File: src/sv/sorted_key_value_table_unit_assert.svh
// ----------------------------------------------------------------------------
// Assertion macros for the sorted key/value table
// Concurrent checks clocked on i_clk, held off while i_rst_n is low.
// ----------------------------------------------------------------------------
`ifndef SORTED_KEY_VALUE_TABLE_UNIT_ASSERT_SVH
`define SORTED_KEY_VALUE_TABLE_UNIT_ASSERT_SVH

`ifndef SYNTHESIS

// cond must never hold
`define SKVT_ASSERT_NEVER(lbl, cond, msg) \
    lbl: assert property (@(posedge i_clk) disable iff (!i_rst_n) !(cond)) \
        else $error(msg);

// ante implies cons in the same cycle
`define SKVT_ASSERT_IMPL(lbl, ante, cons, msg) \
    lbl: assert property (@(posedge i_clk) disable iff (!i_rst_n) (ante) |-> (cons)) \
        else $error(msg);

// ante implies cons in the next cycle
`define SKVT_ASSERT_NEXT(lbl, ante, cons, msg) \
    lbl: assert property (@(posedge i_clk) disable iff (!i_rst_n) (ante) |=> (cons)) \
        else $error(msg);

`else

`define SKVT_ASSERT_NEVER(lbl, cond, msg)
`define SKVT_ASSERT_IMPL(lbl, ante, cons, msg)
`define SKVT_ASSERT_NEXT(lbl, ante, cons, msg)

`endif

`endif

File: src/sv/skvt_pkg.sv
// ----------------------------------------------------------------------------
// skvt_pkg
// Shared types and constants of the sorted key/value table.
// ----------------------------------------------------------------------------
package skvt_pkg;

    localparam int KEY_BITS       = 32;
    localparam int VALUE_BITS     = 32;
    localparam int COUNT_OUT_BITS = 7;

    // operation codes
    localparam logic [1:0] OP_INSERT = 2'd0;
    localparam logic [1:0] OP_FIND   = 2'd1;
    localparam logic [1:0] OP_REMOVE = 2'd2;
    localparam logic [1:0] OP_CLEAR  = 2'd3;

    typedef struct packed {
        logic [1:0]            operation;
        logic [KEY_BITS-1:0]   key;
        logic [VALUE_BITS-1:0] value;
    } t_in_word;

    typedef struct packed {
        logic                      hit;
        logic [VALUE_BITS-1:0]     value_out;
        logic                      status;
        logic [COUNT_OUT_BITS-1:0] entry_count;
    } t_out_word;

    // per-cell strobes, broadcast down the row
    typedef struct packed {
        logic cmp;  // latch compare flags
        logic ins;  // open a slot and insert
        logic rem;  // close the slot of the match
        logic rep;  // overwrite the value of the match
    } t_cell_ctl;

    typedef enum logic [1:0] {
        ST_IDLE,
        ST_CMP,
        ST_UPD
    } t_state;

endpackage

File: src/sv/skvt_cell.sv
// ----------------------------------------------------------------------------
// skvt_cell
// One slot of the sorted row: compares against the probe key and shifts
// its pair to or from a neighbor on insert and remove.
// ----------------------------------------------------------------------------
module skvt_cell (
    input  logic                            i_clk,
    input  skvt_pkg::t_cell_ctl             i_ctl,
    input  logic                            i_signed,
    input  logic                            i_occ,
    input  logic [skvt_pkg::KEY_BITS-1:0]   i_probe_key,
    input  logic [skvt_pkg::VALUE_BITS-1:0] i_new_value,
    input  logic                            i_pos,
    input  logic [skvt_pkg::KEY_BITS-1:0]   i_left_key,
    input  logic [skvt_pkg::VALUE_BITS-1:0] i_left_value,
    input  logic                            i_left_pos,
    input  logic [skvt_pkg::KEY_BITS-1:0]   i_right_key,
    input  logic [skvt_pkg::VALUE_BITS-1:0] i_right_value,
    output logic [skvt_pkg::KEY_BITS-1:0]   o_key,
    output logic [skvt_pkg::VALUE_BITS-1:0] o_value,
    output logic                            o_pos,
    output logic                            o_eq,
    output logic [skvt_pkg::VALUE_BITS-1:0] o_hit_value
);
    import skvt_pkg::*;

    logic [KEY_BITS-1:0]   r_key, n_key;
    logic [VALUE_BITS-1:0] r_value, n_value;
    logic                  r_ge, n_ge;
    logic                  r_eq, n_eq;
    logic [KEY_BITS-1:0]   flip;
    logic                  hit_here;

    // signed order: flipping the sign bit maps it onto unsigned order
    assign flip = {i_signed, {(KEY_BITS-1){1'b0}}};

    always_comb begin
        n_ge = r_ge;
        n_eq = r_eq;
        if (i_ctl.cmp) begin
            n_ge = i_occ && ((r_key ^ flip) >= (i_probe_key ^ flip));
            n_eq = i_occ && (r_key == i_probe_key);
        end
    end

    // own key not below the probe, or slot free
    assign o_pos = r_ge || !i_occ;

    // only the first slot at the insert/remove point can match
    assign hit_here = r_eq && i_pos && !i_left_pos;

    always_comb begin
        n_key   = r_key;
        n_value = r_value;
        if (i_ctl.ins && i_pos) begin
            if (i_left_pos) begin
                n_key   = i_left_key;
                n_value = i_left_value;
            end else begin
                n_key   = i_probe_key;
                n_value = i_new_value;
            end
        end else if (i_ctl.rem && i_pos) begin
            n_key   = i_right_key;
            n_value = i_right_value;
        end else if (i_ctl.rep && hit_here) begin
            n_value = i_new_value;
        end
    end

    always_ff @(posedge i_clk) begin
        r_key   <= n_key;
        r_value <= n_value;
        r_ge    <= n_ge;
        r_eq    <= n_eq;
    end

    assign o_key       = r_key;
    assign o_value     = r_value;
    assign o_eq        = hit_here;
    assign o_hit_value = hit_here ? r_value : '0;

endmodule

File: config.mk
export PLATFORM = sky130hd
export DESIGN_NAME = skvt_cell
export DESIGN_NICKNAME = d
export VERILOG_FILES = /design/src/sv/sorted_key_value_table_unit_assert.svh /design/src/sv/skvt_pkg.sv /design/src/sv/skvt_cell.sv
export SDC_FILE = /design/constraint.sdc
export NUM_CORES = 1
export LEC_CHECK = 0
export ABC_CLOCK_PERIOD_IN_PS = 2970
export BUFFER_PORTS_ARGS = -buffer_cell sky130_fd_sc_hd__buf_2
export CAP_MARGIN = 30
export CELL_PAD_IN_SITES_DETAIL_PLACEMENT = 1
export CELL_PAD_IN_SITES_GLOBAL_PLACEMENT = 2
export CORE_ASPECT_RATIO = 1.1
export CORE_MARGIN = 2
export CORE_UTILIZATION = 23
export CTS_CLUSTER_SIZE = 14
export DETAILED_ROUTE_END_ITERATION = 6
export PLACE_DENSITY_LB_ADDON = 0.15
export SETUP_SLACK_MARGIN = 0.5
export SLEW_MARGIN = 20
export SYNTH_ARGS = -nofsm -noshare
export SYNTH_HDL_FRONTEND = slang
export SYNTH_SLANG_ARGS = --single-unit
File: constraint.sdc
create_clock -name i_clk -period 2.97 [get_ports i_clk]
set_input_delay 0.1485 -clock i_clk [delete_from_list [all_inputs] [get_ports i_clk]]
set_output_delay 0.1485 -clock i_clk [all_outputs]
set_load 0.05 [all_outputs]
==> run_results.csv <==
group,metric,value,unit
outcome,outcome,"completed",
setup_path,end_kind,"register",
sta,rsz0062_at_grt,"false",
yosys,yosysTopAreaCell,"edfxtp_1",
yosys,synth-seq-cells,66,
yosys,synth_area,4260,um2
yosys,ys_seq_area_frac,0.466,
layout,regArea,1980,um2
layout,fin_nets,937,
placement,io_buffers,298,
die,die_h,147,um
sta,finalMaxSlewViolations,0,
layout,area_growth,48.5,%
placement,place_inst,936,
placement,hpwl,13500,um
pwr,cellPowerDensity,484,nW/um2
detailed_routing,drt_wl_total,16600,um
detailed_routing,drc_errors,0,
die,io_pins,299,
sta,setup_violations,0,
cts,cts-root-buf,"clkbuf_16",
yosys,netlist.area_leader.share,0.466,
sta,worstMarginPinSlew,0.643,ns
sta,slew_headroom,0.571,
cts,path_clk_slew,0.06,ns
die,core-area,18300,um2
placement,place.gp.congestion,0.798,
cts,clk-insertion-delay-late,0.34,ns
die,initial_core_util,0.233,
setup_path,worstSetupPathType,"register to register",
sta,finalHoldViolations,0,
global_routing,grt_usage,0.169,
yosys,ys_top_cells_by_area,"edfxtp_1 (47%), ha_1 (9.1%), a222oi_1 (7.5%)",
sta,timing.fmax,485,MHz
die,die_area,19600,um2
die,die_x,134,um
layout,final_common_cell,"buf_2",
sta,fin_setup_tns,0,ns
layout,multi_input_area,1940,um2
layout,fin_cells,954,
sta,fin_skew,0.00775,ns
placement,pre_cts_ws,0.782,ns
setup_path,worstPathMaxFanout,2,
detailed_routing,vias,4275,
worst_hold_path,hold_path.class,"primary input to register",
yosys,synth_edf_count,66,
yosys,post_synth_num_cell_types,38,
detailed_routing,ant_nets,0,
yosys,syn-instance-count,411,
detailed_routing,drt_iter0_drc,226,
pwr,p_leak,3.28,nW
yosys,async_flop_share,0,
sta,timing.final.crit_share,0.694,
global_routing,grt_max_degree,65,
detailed_routing,vias_per_cell,4.48,
detailed_routing,wl_per_cell,17.4,um
cts,htreeDepth,3,
layout,fillerInstances,2198,
pwr,power,0.00306,W
global_routing,grt-ovfl-total,0,
layout,drive_gt1_frac,0.472,
yosys,synth.net_count,643,
yosys,yosysWarnings,0,
yosys,synth-main-ff-cell,"edfxtp_1",
die,rows,52,
sta,fin_ws,0.909,ns
setup_path,critPathRequiredTime,3.05,ns
setup_path,cp-start-kind,"register",
global_routing,grt_antenna_before_repair,1,
setup_path,worstPathArrival,2.14,ns
cts,cts_made_buffers,9,
pwr,vdd_drop_max,0.241,mV
yosys,avgSynthCellArea,10.4,um2
cts,hold_buffers,0,
layout,final_cell_mix,"buf_2 (298), edfxtp_1 (66), inv_1 (64)",
cts,cts.path.max_buffers,2,
detailed_routing,first_pass_iters,7,
cts,cts_setup_buffers,0,
cts,cts_sinks,66,
global_routing,grt_pass1_wl,25400,um
cts,cts_resized,0,
sta,period_minus_slack,2.06,ns
global_routing,grt_pass1_vias,4619,
cts,cts_tree,"done",
job,maxCapViolations,0,
-- synth_stat cells, types with 3 or more instances --
library cell	n
a21oi_1	13
nand3_1	5
edfxtp_1	66
and2_1	32
nand4_1	3
ha_1	31
mux2i_1	32
buf_1	3
buf_2	11
a222oi_1	32
nand2_1	43
nor2_1	4
o21ai_1	35
inv_1	64
nand2b_1	3
o21ai_0	3
clkbuf_1	10
-- registers in the layout, summed over array words and instances, names as in the netlist --
name and flops:
o_key 32, o_value 32, r_eq 1, r_ge 1
-- critical path, stage by stage (launching register included) --
cell and delay, ns:
edfxtp_1 0.40, ha_1 0.32, a21oi_1 0.14, o21ai_0 0.14, a221o_1 0.37, o2bb2ai_1 0.15
a211o_1 0.28
-- cells by family after synthesis --
kind of cell	Yosys count	share of synthesized area
and+or+nand+nor	102	0.134
AOI/OAI and AO/OA	91	0.151
buffers and inverters	88	0.0809
DFF	66	0.466
muxes	32	0.0753
adders and majority gates	31	0.0911
xor gates and xnor gates	1	0.00206
-- worst paths after layout --
check / endpoint / slack, ns / cells past startpoint / start
setup / recovery: r_ge$_DFFE_PP_ / 0.91 / 6 / o_key[9]$_DFFE_PP_
setup reg to reg: r_ge$_DFFE_PP_ / 0.91 / 6 / o_key[9]$_DFFE_PP_
hold / removal: r_ge$_DFFE_PP_ / 0.04 / 1 / i_ctl[3]
hold reg to reg: r_ge$_DFFE_PP_ / 0.87 / 4 / o_key[7]$_DFFE_PP_
-- metal layers --
| metal | vias up | wire length [um] | GRT usage |
|---|---|---|---|
| met1 | 1993 | 6570 | 0.194 |
| met3 | 19 | 1070 | 0.0385 |
| met2 | 174 | 8630 | 0.305 |
| met5 | - | 0 | 0 |
| li1 | 2089 | - | - |
| met4 | 0 | 294 | 0.0617 |
-- layout make-up --
type	count	share of cell area
flip-flops and latches	66	0.314
well taps	243	0.0481
inverters	64	0.0380
clock buffers	9	0.0357
repair buffers	307	0.250
multi-input cells	257	0.307
diodes	1	0.000396
clock inverters	7	0.00733
-- where the power goes --
| group | leakage [nW] | switching (W) | internal [W] |
|---|---|---|---|
| logic | 2.53 | 0.000599 | 0.000300 |
| clock network | 0.117 | 0.000425 | 0.000560 |
| registers | 0.637 | 0.0000444 | 0.00113 |
-- through the flow --
stage	utilization	cell area [um2]	hold WS, ns
6_report	0.346	6320	0.0423
5_1_grt	0.346	6320	0.0240
3_3_place_gp	0.330	6030	0.373
4_1_cts	0.345	6300	0.0231
2_1_floorplan	-	4260	0.261
3_5_place_dp	0.330	6030	0.381
Power figures use the tool's default switching activity.
